===== config.mk =====
export PLATFORM = sky130hd
export DESIGN_NAME = foot_support_estimator
export DESIGN_NICKNAME = d
export VERILOG_FILES = /design/src/fse_pkg.sv /design/src/fse_lane.sv /design/src/fse_merge.sv /design/src/foot_support_estimator.sv
export SDC_FILE = /design/constraint.sdc
export NUM_CORES = 2
export LEC_CHECK = 0
export BUFFER_PORTS_ARGS = -buffer_cell sky130_fd_sc_hd__buf_2
export CAP_MARGIN = 5
export CORE_MARGIN = 8
export CORE_UTILIZATION = 50
export CTS_CLUSTER_SIZE = 40
export DETAILED_ROUTE_END_ITERATION = 6
export GPL_ROUTABILITY_DRIVEN = 0
export PLACE_DENSITY = 0.66
export SLEW_MARGIN = 20
export SYNTH_ARGS = -nofsm -noshare
export SYNTH_HDL_FRONTEND = slang
export SYNTH_SLANG_ARGS = --single-unit
export TNS_END_PERCENT = 50

===== constraint.sdc =====
create_clock -name clk_i -period 14.1 [get_ports clk_i]
set_clock_uncertainty 0.1 [all_clocks]
set_input_delay 2.82 -clock clk_i [delete_from_list [all_inputs] [get_ports clk_i]]
set_output_delay 2.82 -clock clk_i [all_outputs]
set_load 0.005 [all_outputs]

===== src/fse_pkg.sv =====
// Shared types, constants and helpers for the foot support estimator.
// Used by every module of the block; depends on nothing.
`default_nettype none
package fse_pkg;

  localparam int unsigned NumLanes  = 8;
  localparam int unsigned LaneIdxW  = 3;
  localparam int unsigned SampleW   = 16;
  localparam int unsigned FracW     = 14;
  localparam int unsigned NormW     = 15;
  localparam int unsigned WeightW   = 15;
  localparam int unsigned TimeW     = 32;
  localparam int unsigned SupportW  = 16;
  localparam int unsigned InDataW   = NumLanes * SampleW + TimeW;
  localparam int unsigned OutDataW  = 24;
  localparam int unsigned CfgIdxW   = 3;
  localparam int unsigned CfgDataW  = 16;

  // lane divider: (p << 14) / peak, one quotient bit per cycle
  localparam int unsigned LaneSteps = SampleW + FracW;
  localparam int unsigned LaneCntW  = 5;

  // merge: weighted sum over the total, one quotient bit per cycle
  localparam int unsigned WsumW     = 34;
  localparam int unsigned MagW      = 33;
  localparam int unsigned TotalW    = 18;
  localparam int unsigned MergeCntW = 6;

  localparam logic [SampleW-1:0] PeakFloor    = 16'd410;
  localparam logic [TimeW-1:0]   SwapPeriodMs = 32'd1000;

  typedef enum logic [CfgIdxW-1:0] {
    CFG_OUTER_W = 3'd0,
    CFG_INNER_W = 3'd1,
    CFG_MAX_P   = 3'd2,
    CFG_ARM_TH  = 3'd3,
    CFG_HC_W    = 3'd4,
    CFG_HC_V    = 3'd5,
    CFG_LC_W    = 3'd6,
    CFG_LC_V    = 3'd7
  } cfg_idx_e;

  typedef enum logic [1:0] {T_IDLE, T_LANE, T_MERGE, T_HOLD} top_state_e;
  typedef enum logic [1:0] {M_IDLE, M_ACC, M_DIV, M_FIN} merge_state_e;

  typedef struct packed {
    logic [WeightW-1:0] outer_w;
    logic [WeightW-1:0] inner_w;
    logic [SampleW-1:0] max_p;
    logic [WeightW-1:0] arm_th;
    logic [WeightW-1:0] hc_w;
    logic [WeightW-1:0] hc_v;
    logic [WeightW-1:0] lc_w;
    logic [WeightW-1:0] lc_v;
  } cfg_t;

  typedef struct packed {
    logic                predicted;
    logic                switched;
    logic [SupportW-1:0] support;
  } result_t;

  // left fl/bl and right fr/br are outer sensors
  function automatic logic is_outer(input logic [LaneIdxW-1:0] idx);
    return idx[0] == idx[2];
  endfunction

endpackage
`default_nettype wire


===== src/fse_lane.sv =====
// One sensor lane: clamp, running and next-window peaks, serial normaliser.
// Depends on fse_pkg.
`default_nettype none
module fse_lane
  import fse_pkg::*;
(
  input  wire logic               clk_i,
  input  wire logic               rst_ni,
  input  wire logic               start_i,
  input  wire logic               swap_i,
  input  wire logic [SampleW-1:0] sample_i,
  input  wire logic [SampleW-1:0] max_p_i,
  output logic      [NormW-1:0]   norm_o,
  output logic                    done_o
);

  logic [SampleW-1:0]   peak_q, peak_d, next_q, next_d;
  logic [SampleW-1:0]   clamped, peak_sel, next_sel;
  logic [LaneSteps-1:0] div_q;
  logic [SampleW-1:0]   rem_q;
  logic [LaneCntW-1:0]  cnt_q;
  logic                 busy_q, done_q;
  logic [SampleW:0]     trial, diff;
  logic                 ge;

  assign clamped  = (sample_i > max_p_i) ? max_p_i : sample_i;
  assign peak_sel = swap_i ? next_q : peak_q;
  assign next_sel = swap_i ? PeakFloor : next_q;
  assign peak_d   = (clamped > peak_sel) ? clamped : peak_sel;
  assign next_d   = (clamped > next_sel) ? clamped : next_sel;

  assign trial = {rem_q, div_q[LaneSteps-1]};
  assign diff  = trial - {1'b0, peak_q};
  assign ge    = trial >= {1'b0, peak_q};

  always_ff @(posedge clk_i or negedge rst_ni) begin
    if (!rst_ni) begin
      peak_q <= PeakFloor;
      next_q <= PeakFloor;
      busy_q <= 1'b0;
      done_q <= 1'b0;
      cnt_q  <= '0;
    end else begin
      done_q <= 1'b0;
      if (start_i) begin
        peak_q <= peak_d;
        next_q <= next_d;
        busy_q <= 1'b1;
        cnt_q  <= '0;
      end else if (busy_q) begin
        cnt_q <= cnt_q + 1'b1;
        if (cnt_q == LaneCntW'(LaneSteps - 1)) begin
          busy_q <= 1'b0;
          done_q <= 1'b1;
        end
      end
    end
  end

  // restoring division, quotient shifts in behind the dividend
  always_ff @(posedge clk_i) begin
    if (start_i) begin
      div_q <= {clamped, {FracW{1'b0}}};
      rem_q <= '0;
    end else if (busy_q) begin
      rem_q <= ge ? diff[SampleW-1:0] : trial[SampleW-1:0];
      div_q <= {div_q[LaneSteps-2:0], ge};
    end
  end

  assign norm_o = div_q[NormW-1:0];
  assign done_o = done_q;

endmodule
`default_nettype wire


===== src/fse_merge.sv =====
// Merging stage: weighted sum over lanes, serial signed divide, saturation,
// switch flag and switch prediction. Depends on fse_pkg.
`default_nettype none
module fse_merge
  import fse_pkg::*;
(
  input  wire logic                             clk_i,
  input  wire logic                             rst_ni,
  input  wire logic                             start_i,
  input  wire logic [NumLanes-1:0][NormW-1:0]   norm_i,
  input  wire cfg_t                             cfg_i,
  output result_t                               result_o,
  output logic                                  switched_o,
  output logic                                  done_o
);

  merge_state_e state_q, state_d;
  logic                 acc_en, div_en, fin_en;
  logic [LaneIdxW-1:0]  idx_q;
  logic [MergeCntW-1:0] cnt_q;
  logic [TotalW-1:0]    total_q, total_d;
  logic signed [WsumW-1:0] wsum_q, wsum_d;
  logic [MagW-1:0]      dvd_q, mag_d;
  logic [TotalW-1:0]    rem_q;
  logic                 neg_q;
  logic [2*WeightW-1:0] prod;
  logic [WeightW-1:0]   w;
  logic [TotalW:0]      trial, diff;
  logic                 ge;

  logic signed [SupportW-1:0] rep_sup_q, hist1_q, s;
  logic rep_sw_q, ap_q, an_q, ap_d, an_d, sw_d, pred_d;
  logic signed [19:0] sx, px, h1x, a, b, ab;
  logic signed [19:0] arm, hcw, hcv, lcw, lcv;
  logic signed [23:0] a10, b7;
  result_t res_q;

  // ---- next state
  always_comb begin
    state_d = state_q;
    unique case (state_q)
      M_IDLE: if (start_i) state_d = M_ACC;
      M_ACC:  if (idx_q == LaneIdxW'(NumLanes - 1)) state_d = M_DIV;
      M_DIV:  if (cnt_q == MergeCntW'(MagW - 1)) state_d = M_FIN;
      M_FIN:  state_d = M_IDLE;
      default: state_d = M_IDLE;
    endcase
  end

  // ---- outputs of the sequencer
  always_comb begin
    acc_en = 1'b0;
    div_en = 1'b0;
    fin_en = 1'b0;
    unique case (state_q)
      M_ACC:   acc_en = 1'b1;
      M_DIV:   div_en = 1'b1;
      M_FIN:   fin_en = 1'b1;
      default: ;
    endcase
  end

  // ---- accumulate
  assign w       = is_outer(idx_q) ? cfg_i.outer_w : cfg_i.inner_w;
  assign prod    = w * norm_i[idx_q];
  assign total_d = total_q + TotalW'(norm_i[idx_q]);
  assign wsum_d  = idx_q[2] ? wsum_q - $signed({4'b0, prod})
                            : wsum_q + $signed({4'b0, prod});
  assign mag_d   = wsum_d[WsumW-1] ? MagW'(-wsum_d) : MagW'(wsum_d);

  // ---- divide step
  assign trial = {rem_q, dvd_q[MagW-1]};
  assign diff  = trial - {1'b0, total_q};
  assign ge    = trial >= {1'b0, total_q};

  // ---- saturate
  always_comb begin
    if (!neg_q) s = (dvd_q > MagW'(32767)) ? 16'sh7FFF : $signed(dvd_q[SupportW-1:0]);
    else        s = (dvd_q > MagW'(32768)) ? 16'sh8000 : -$signed(dvd_q[SupportW-1:0]);
  end

  // ---- switch and prediction
  assign sx  = {{4{s[15]}}, s};
  assign px  = {{4{rep_sup_q[15]}}, rep_sup_q};
  assign h1x = {{4{hist1_q[15]}}, hist1_q};
  assign a   = sx - px;
  assign b   = px - h1x;
  assign ab  = a + b;
  assign a10 = {{4{a[19]}}, a} * 24'sd10;
  assign b7  = {{4{b[19]}}, b} * 24'sd7;
  assign arm = {5'b0, cfg_i.arm_th};
  assign hcw = {5'b0, cfg_i.hc_w};
  assign hcv = {5'b0, cfg_i.hc_v};
  assign lcw = {5'b0, cfg_i.lc_w};
  assign lcv = {5'b0, cfg_i.lc_v};

  always_comb begin
    ap_d = ap_q;
    an_d = an_q;
    if (sx > arm)       ap_d = 1'b1;
    else if (sx < -arm) an_d = 1'b1;
    if (sx < 0) ap_d = 1'b0;
    if (sx > 0) an_d = 1'b0;
    sw_d   = (rep_sup_q > 0 && s < 0) || (rep_sup_q < 0 && s > 0);
    pred_d = (an_d && ((sx > -hcw && ab > hcv) || (sx > -lcw && ab > lcv)) && a10 > b7) ||
             (ap_d && ((sx < hcw && ab < -hcv) || (sx < lcw && ab < -lcv)) && a10 < b7);
  end

  always_ff @(posedge clk_i or negedge rst_ni) begin
    if (!rst_ni) begin
      state_q   <= M_IDLE;
      idx_q     <= '0;
      cnt_q     <= '0;
      rep_sup_q <= '0;
      rep_sw_q  <= 1'b0;
      hist1_q   <= '0;
      ap_q      <= 1'b0;
      an_q      <= 1'b0;
    end else begin
      state_q <= state_d;
      if (start_i) idx_q <= '0;
      else if (acc_en) idx_q <= idx_q + 1'b1;
      if (acc_en) cnt_q <= '0;
      else if (div_en) cnt_q <= cnt_q + 1'b1;
      if (fin_en) begin
        if (total_q == '0) begin
          rep_sup_q <= '0;
          rep_sw_q  <= 1'b0;
        end else begin
          hist1_q   <= rep_sup_q;
          rep_sup_q <= s;
          rep_sw_q  <= sw_d;
          ap_q      <= ap_d;
          an_q      <= an_d;
        end
      end
    end
  end

  always_ff @(posedge clk_i) begin
    if (start_i) begin
      total_q <= '0;
      wsum_q  <= '0;
    end else if (acc_en) begin
      total_q <= total_d;
      wsum_q  <= wsum_d;
      dvd_q   <= mag_d;
      neg_q   <= wsum_d[WsumW-1];
      rem_q   <= '0;
    end else if (div_en) begin
      rem_q <= ge ? diff[TotalW-1:0] : trial[TotalW-1:0];
      dvd_q <= {dvd_q[MagW-2:0], ge};
    end
    if (fin_en) begin
      if (total_q == '0) begin
        res_q <= '0;
      end else begin
        res_q.support   <= s;
        res_q.switched  <= sw_d;
        res_q.predicted <= pred_d;
      end
    end
  end

  assign result_o   = res_q;
  assign switched_o = rep_sw_q;
  assign done_o     = fin_en;

endmodule
`default_nettype wire


===== src/foot_support_estimator.sv =====
// Foot support estimator: eight pressure lanes and a merging stage.
// Depends on fse_pkg, fse_lane and fse_merge.
//
// Use:
//  - Input channel s_axis: one frame per transfer, eight 16-bit Q4.12
//    pressures (left fl, fr, bl, br, right fl, fr, bl, br) and a 32-bit
//    millisecond timestamp.
//  - Output channel m_axis: one result per frame: signed Q2.14 support,
//    switched flag and predicted-switch flag.
//  - Config channel cfg_*: write register cfg_index_i with cfg_data_i;
//    always ready, to be used only while the block is idle.
// Flow: one frame at a time. The eight lanes normalise in parallel with
// a bit-serial divider, then the merge stage accumulates the lanes
// through one multiplier and divides serially.
// The next frame is taken as soon as the result sits in the output
// register, even if the receiver has not yet taken it; a stalled receiver
// holds the result, and the block then stalls once the next result is ready.
// Reset: peaks return to the floor value, history, arming and timestamps
// clear, registers take their defaults, and no result is pending.
`default_nettype none
module foot_support_estimator
  import fse_pkg::*;
(
  input  wire logic                clk_i,
  input  wire logic                rst_ni,
  input  wire logic                s_axis_tvalid,
  output logic                     s_axis_tready,
  // fields from bit 0: 8 x 16-bit pressures, frame_time
  input  wire logic [InDataW-1:0]  s_axis_tdata,
  output logic                     m_axis_tvalid,
  input  wire logic                m_axis_tready,
  // fields from bit 0: support[15:0], switched, predicted_switch, zero pad
  output logic [OutDataW-1:0]      m_axis_tdata,
  input  wire logic                cfg_valid_i,
  output logic                     cfg_ready_o,
  input  wire logic [CfgIdxW-1:0]  cfg_index_i,
  input  wire logic [CfgDataW-1:0] cfg_data_i
);

  top_state_e state_q, state_d;
  cfg_t cfg_q;
  logic [TimeW-1:0] last_swap_q, frame_time, elapsed;
  logic accept, swap, lanes_done, merge_done, merge_switched, load_out;
  logic [NumLanes-1:0] lane_done;
  logic [NumLanes-1:0][NormW-1:0] norm;
  result_t merge_res;
  logic out_valid_q;
  logic [OutDataW-1:0] out_data_q;

  assign accept     = s_axis_tvalid && s_axis_tready;
  assign frame_time = s_axis_tdata[InDataW-1 -: TimeW];
  assign elapsed    = frame_time - last_swap_q;
  // swap in the next-window peaks after a reported switch and a full period
  assign swap       = merge_switched && !elapsed[TimeW-1] && (elapsed > SwapPeriodMs);
  assign lanes_done = &lane_done;
  assign cfg_ready_o = 1'b1;

  // ---- configuration
  always_ff @(posedge clk_i or negedge rst_ni) begin
    if (!rst_ni) begin
      cfg_q.outer_w <= 15'd16384;
      cfg_q.inner_w <= 15'd8192;
      cfg_q.max_p   <= 16'd20480;
      cfg_q.arm_th  <= 15'd8192;
      cfg_q.hc_w    <= 15'd4096;
      cfg_q.hc_v    <= 15'd1638;
      cfg_q.lc_w    <= 15'd1638;
      cfg_q.lc_v    <= 15'd820;
    end else if (cfg_valid_i && cfg_ready_o) begin
      unique case (cfg_idx_e'(cfg_index_i))
        CFG_OUTER_W: cfg_q.outer_w <= cfg_data_i[WeightW-1:0];
        CFG_INNER_W: cfg_q.inner_w <= cfg_data_i[WeightW-1:0];
        CFG_MAX_P:   cfg_q.max_p   <= cfg_data_i;
        CFG_ARM_TH:  cfg_q.arm_th  <= cfg_data_i[WeightW-1:0];
        CFG_HC_W:    cfg_q.hc_w    <= cfg_data_i[WeightW-1:0];
        CFG_HC_V:    cfg_q.hc_v    <= cfg_data_i[WeightW-1:0];
        CFG_LC_W:    cfg_q.lc_w    <= cfg_data_i[WeightW-1:0];
        CFG_LC_V:    cfg_q.lc_v    <= cfg_data_i[WeightW-1:0];
        default: ;
      endcase
    end
  end

  // ---- lanes
  for (genvar i = 0; i < NumLanes; i++) begin : g_lane
    fse_lane u_lane (
      .clk_i    (clk_i),
      .rst_ni   (rst_ni),
      .start_i  (accept),
      .swap_i   (swap),
      .sample_i (s_axis_tdata[i*SampleW +: SampleW]),
      .max_p_i  (cfg_q.max_p),
      .norm_o   (norm[i]),
      .done_o   (lane_done[i])
    );
  end

  fse_merge u_merge (
    .clk_i      (clk_i),
    .rst_ni     (rst_ni),
    .start_i    (lanes_done && state_q == T_LANE),
    .norm_i     (norm),
    .cfg_i      (cfg_q),
    .result_o   (merge_res),
    .switched_o (merge_switched),
    .done_o     (merge_done)
  );

  // ---- sequencer: next state
  always_comb begin
    state_d = state_q;
    unique case (state_q)
      T_IDLE:  if (accept) state_d = T_LANE;
      T_LANE:  if (lanes_done) state_d = T_MERGE;
      T_MERGE: if (merge_done) state_d = T_HOLD;
      T_HOLD:  if (!out_valid_q || m_axis_tready) state_d = T_IDLE;
      default: state_d = T_IDLE;
    endcase
  end

  // ---- sequencer: outputs
  always_comb begin
    s_axis_tready = 1'b0;
    load_out      = 1'b0;
    unique case (state_q)
      T_IDLE:  s_axis_tready = 1'b1;
      T_HOLD:  load_out = !out_valid_q || m_axis_tready;
      default: ;
    endcase
  end

  always_ff @(posedge clk_i or negedge rst_ni) begin
    if (!rst_ni) begin
      state_q     <= T_IDLE;
      last_swap_q <= '0;
      out_valid_q <= 1'b0;
    end else begin
      state_q <= state_d;
      if (accept && swap) last_swap_q <= frame_time;
      if (load_out) out_valid_q <= 1'b1;
      else if (m_axis_tready) out_valid_q <= 1'b0;
    end
  end

  // hold the result until the receiver takes it
  always_ff @(posedge clk_i) begin
    if (load_out) out_data_q <= OutDataW'(merge_res);
  end

  assign m_axis_tvalid = out_valid_q;
  assign m_axis_tdata  = out_data_q;

endmodule
`default_nettype wire


==> flow_summary.json <==
{
  "grt_pass1_vias": 71700,
  "syn-mean-instance-area_um2": 8.88,
  "dp_worst_setup_slack_ns": 1.21,
  "gr-total-overflow": 0,
  "io_pins": 211,
  "yosys-top-cells-count": "ha_1, inv_1, nor2_1",
  "path_class": "flip-flop to flip-flop",
  "synth_top_cell_by_area": "ha_1",
  "synth_cells": 9564,
  "area_growth_pct": 8.74,
  "crit_path_end_kind": "flip-flop",
  "cts_sinks": 1022,
  "drv_slew": 0,
  "fin_ws_ns": 1.09,
  "fill_cells": 15300,
  "yosys-top-cells-area": "ha_1, dfrtp_1, edfxtp_1",
  "fin_tns_setup_ns": 0,
  "final_nets": 11000,
  "layout-drive-gt1-share": 0.0953,
  "slowest_delay_ns": 0.66,
  "violations": "design-rule violations",
  "grt_pass1_wl_mm": 400,
  "yosys.area.top_type_share": 0.152,
  "clk_latency_ns": 0.78,
  "cts_tree": "built",
  "yosys_warnings": 0,
  "routed_via_density": 6.07,
  "grt.total_usage": 0.267,
  "wl_per_cell_um": 21.2,
  "detail-route-antenna-nets": 0,
  "cpLargestDelayFamily": "adder cells",
  "wl_mm": 253,
  "synth_area_mm2": 0.0849,
  "fp.dieH_um": 428,
  "fin_crit_sh": 0.923,
  "htree_levels": 3,
  "ys_seq_area_frac": 0.298,
  "rows": 151,
  "postCtsSetupRepairBufs": 0,
  "vias": 72400,
  "clockBufferDepth": 3,
  "critPathMaxFanout": 22,
  "slowest_stage": "dfrtp_2",
  "synth_enable_flop_cells": 216,
  "setup_violations": 0,
  "path_buf_inv": 6,
  "critPathLaunch": "u_merge.idx_q[0]$_DFFE_PN0P_",
  "ys_ff_latch": 1022,
  "post_cts_resized": 0,
  "crit_arrival_ns": 13.42,
  "synthArstFlopShare": 0.503,
  "required_ns": 14.51,
  "synth_top_flop_cell": "dfrtp_1",
  "remaining_drc_errors": 2,
  "grt_setup_unrepaired": "no",
  "antenna_found_initial": 11,
  "cts_hold_buffers": 0,
  "min_from": "u_merge.result_o[11]$_SDFFCE_PP0N_",
  "relSlewSlack": 0.206,
  "root_buffer": "clkbuf_16",
  "grt_max_degree": 185,
  "yosysMostFrequentCell": "ha_1",
  "crit-reg2reg-launch": "u_merge.idx_q[0]$_DFFE_PN0P_",
  "core_mm2": 0.169,
  "max_cap_viol_count": 0,
  "drt_iter0_markers": 5897,
  "start_kind": "flip-flop",
  "drt_first_pass_iters": 7,
  "hold_path.class": "flip-flop to flip-flop",
  "port_buffers": 203,
  "cp_common_cell": "fa_1",
  "worstMarginPinSlew_ns": 1.18,
  "die_w_um": 428,
  "cts.clk_slew.worst_paths_ns": 0.06,
  "hold_violations": 0,
  "synth_cell_type_count": 98,
  "period_needed_ns": 13.01,
  "status": "complete, but fails checks",
  "initial_core_util": 0.502,
  "dieArea_mm2": 0.183,
  "timing.fmax_mhz": 76.9,
  "numCtsBuffers": 116,
  "hpwl_mm": 187
}
## area by class of cell
type                            instances  area [um^2]  area share
Sequential cell                      1022        25300       0.274
Multi-Input combinational cell       7223        54700       0.592
Timing Repair Buffer                  328         2010      0.0218
Clock inverter                         61          798     0.00864
Clock buffer                          161         3340      0.0362
Inverter                              909         3410      0.0369
Antenna cell                            6         15.0    0.000163
Tap cell                             2218         2780      0.0300
## state kept, by name (all words and copies together) (netlist names), 32 cells and up
| name | count |
|---|---|
| cfg_q | 121 |
| g_lane.u_lane.cnt_q | 40 |
| g_lane.u_lane.div_q | 240 |
| g_lane.u_lane.next_q | 128 |
| g_lane.u_lane.peak_q | 128 |
| g_lane.u_lane.rem_q | 128 |
| last_swap_q | 32 |
| u_merge.dvd_q | 33 |
| u_merge.wsum_q | 34 |
## worst paths after layout
| check | endpoint | slack (ns) | cells after the start |
|---|---|---|---|
| min in group asynchronous | u_merge.hist1_q[14]$_DFFE_PN0P_ | 1.98 | 1 |
| setup reg to reg | u_merge.dvd_q[19]$_DFFE_PP_ | 1.09 | 38 |
| setup / recovery | u_merge.dvd_q[19]$_DFFE_PP_ | 1.09 | 38 |
| hold reg to reg | m_axis_tdata[11]$_DFFE_PP_ | 0.32 | 0 |
| hold / removal | m_axis_tdata[11]$_DFFE_PP_ | 0.32 | 0 |
| max in group asynchronous | g_lane[2].u_lane.peak_q[5]$_DFFE_PN0P_ | 9.16 | 4 |
## cell usage in the layout (no fill, tap or decap), types with 45 or more instances in the layout
cell type / count
nor2_1: 810
a211oi_1: 48
o31ai_1: 50
dfstp_2: 103
mux2_2: 154
buf_4: 121
a31oi_1: 63
nor4_1: 73
nand3_1: 238
a21o_1: 176
o21ai_0: 564
edfxtp_1: 216
mux2i_1: 459
clkbuf_16: 122
a21oi_1: 520
o21a_1: 145
fa_1: 199
and3_1: 45
a22o_1: 164
inv_1: 901
nand2b_1: 73
xnor2_1: 217
o22ai_1: 106
buf_2: 202
nand2_1: 810
dfxtp_1: 292
dfrtp_1: 402
ha_1: 1030
nor3_1: 119
nor2b_1: 123
xor2_1: 103
and2_1: 47
nand4_1: 209
a21boi_0: 76
## per-layer routing
layer | track usage | up-vias | routed length (um)
met3 | 0.0442 | 610 | 16300
met5 | 0 | - | 26
met2 | 0.438 | 2317 | 116000
met1 | 0.339 | 35200 | 106000
li1 | - | 34200 | -
met4 | 0.136 | 4 | 14800
## stage by stage
| stage | instance area [um^2] | hold WS [ns] | instances | util |
|---|---|---|---|---|
| 2_1_floorplan | 84900 | 0.300 | 9569 | - |
| 3_3_place_gp | 88200 | 0.302 | 11700 | 0.521 |
| 3_5_place_dp | 88200 | 0.306 | 11700 | 0.522 |
| 4_1_cts | 92300 | 0.321 | 11900 | 0.546 |
| 5_1_grt | 92300 | 0.322 | 11900 | 0.546 |
| 6_report | 92400 | 0.320 | 11900 | 0.546 |
## kinds of logic (layout without fill, tap and decap cells)
group	count (synthesis)	after routing	synth area share
other	2	13	0.0000884
AO/OA/AOI/OAI	2292	2292	0.176
XOR/XNOR	322	322	0.0333
buffers and inverters	1324	1459	0.0610
AND/OR/NAND/NOR	2719	2719	0.149
multiplexers	652	652	0.0836
flip-flops	1022	1022	0.298
adder cells (fa/ha/maj)	1231	1231	0.199
Power is not shown: default switching activity piles up to over one toggle a cycle in this logic, so the estimate is an artifact.
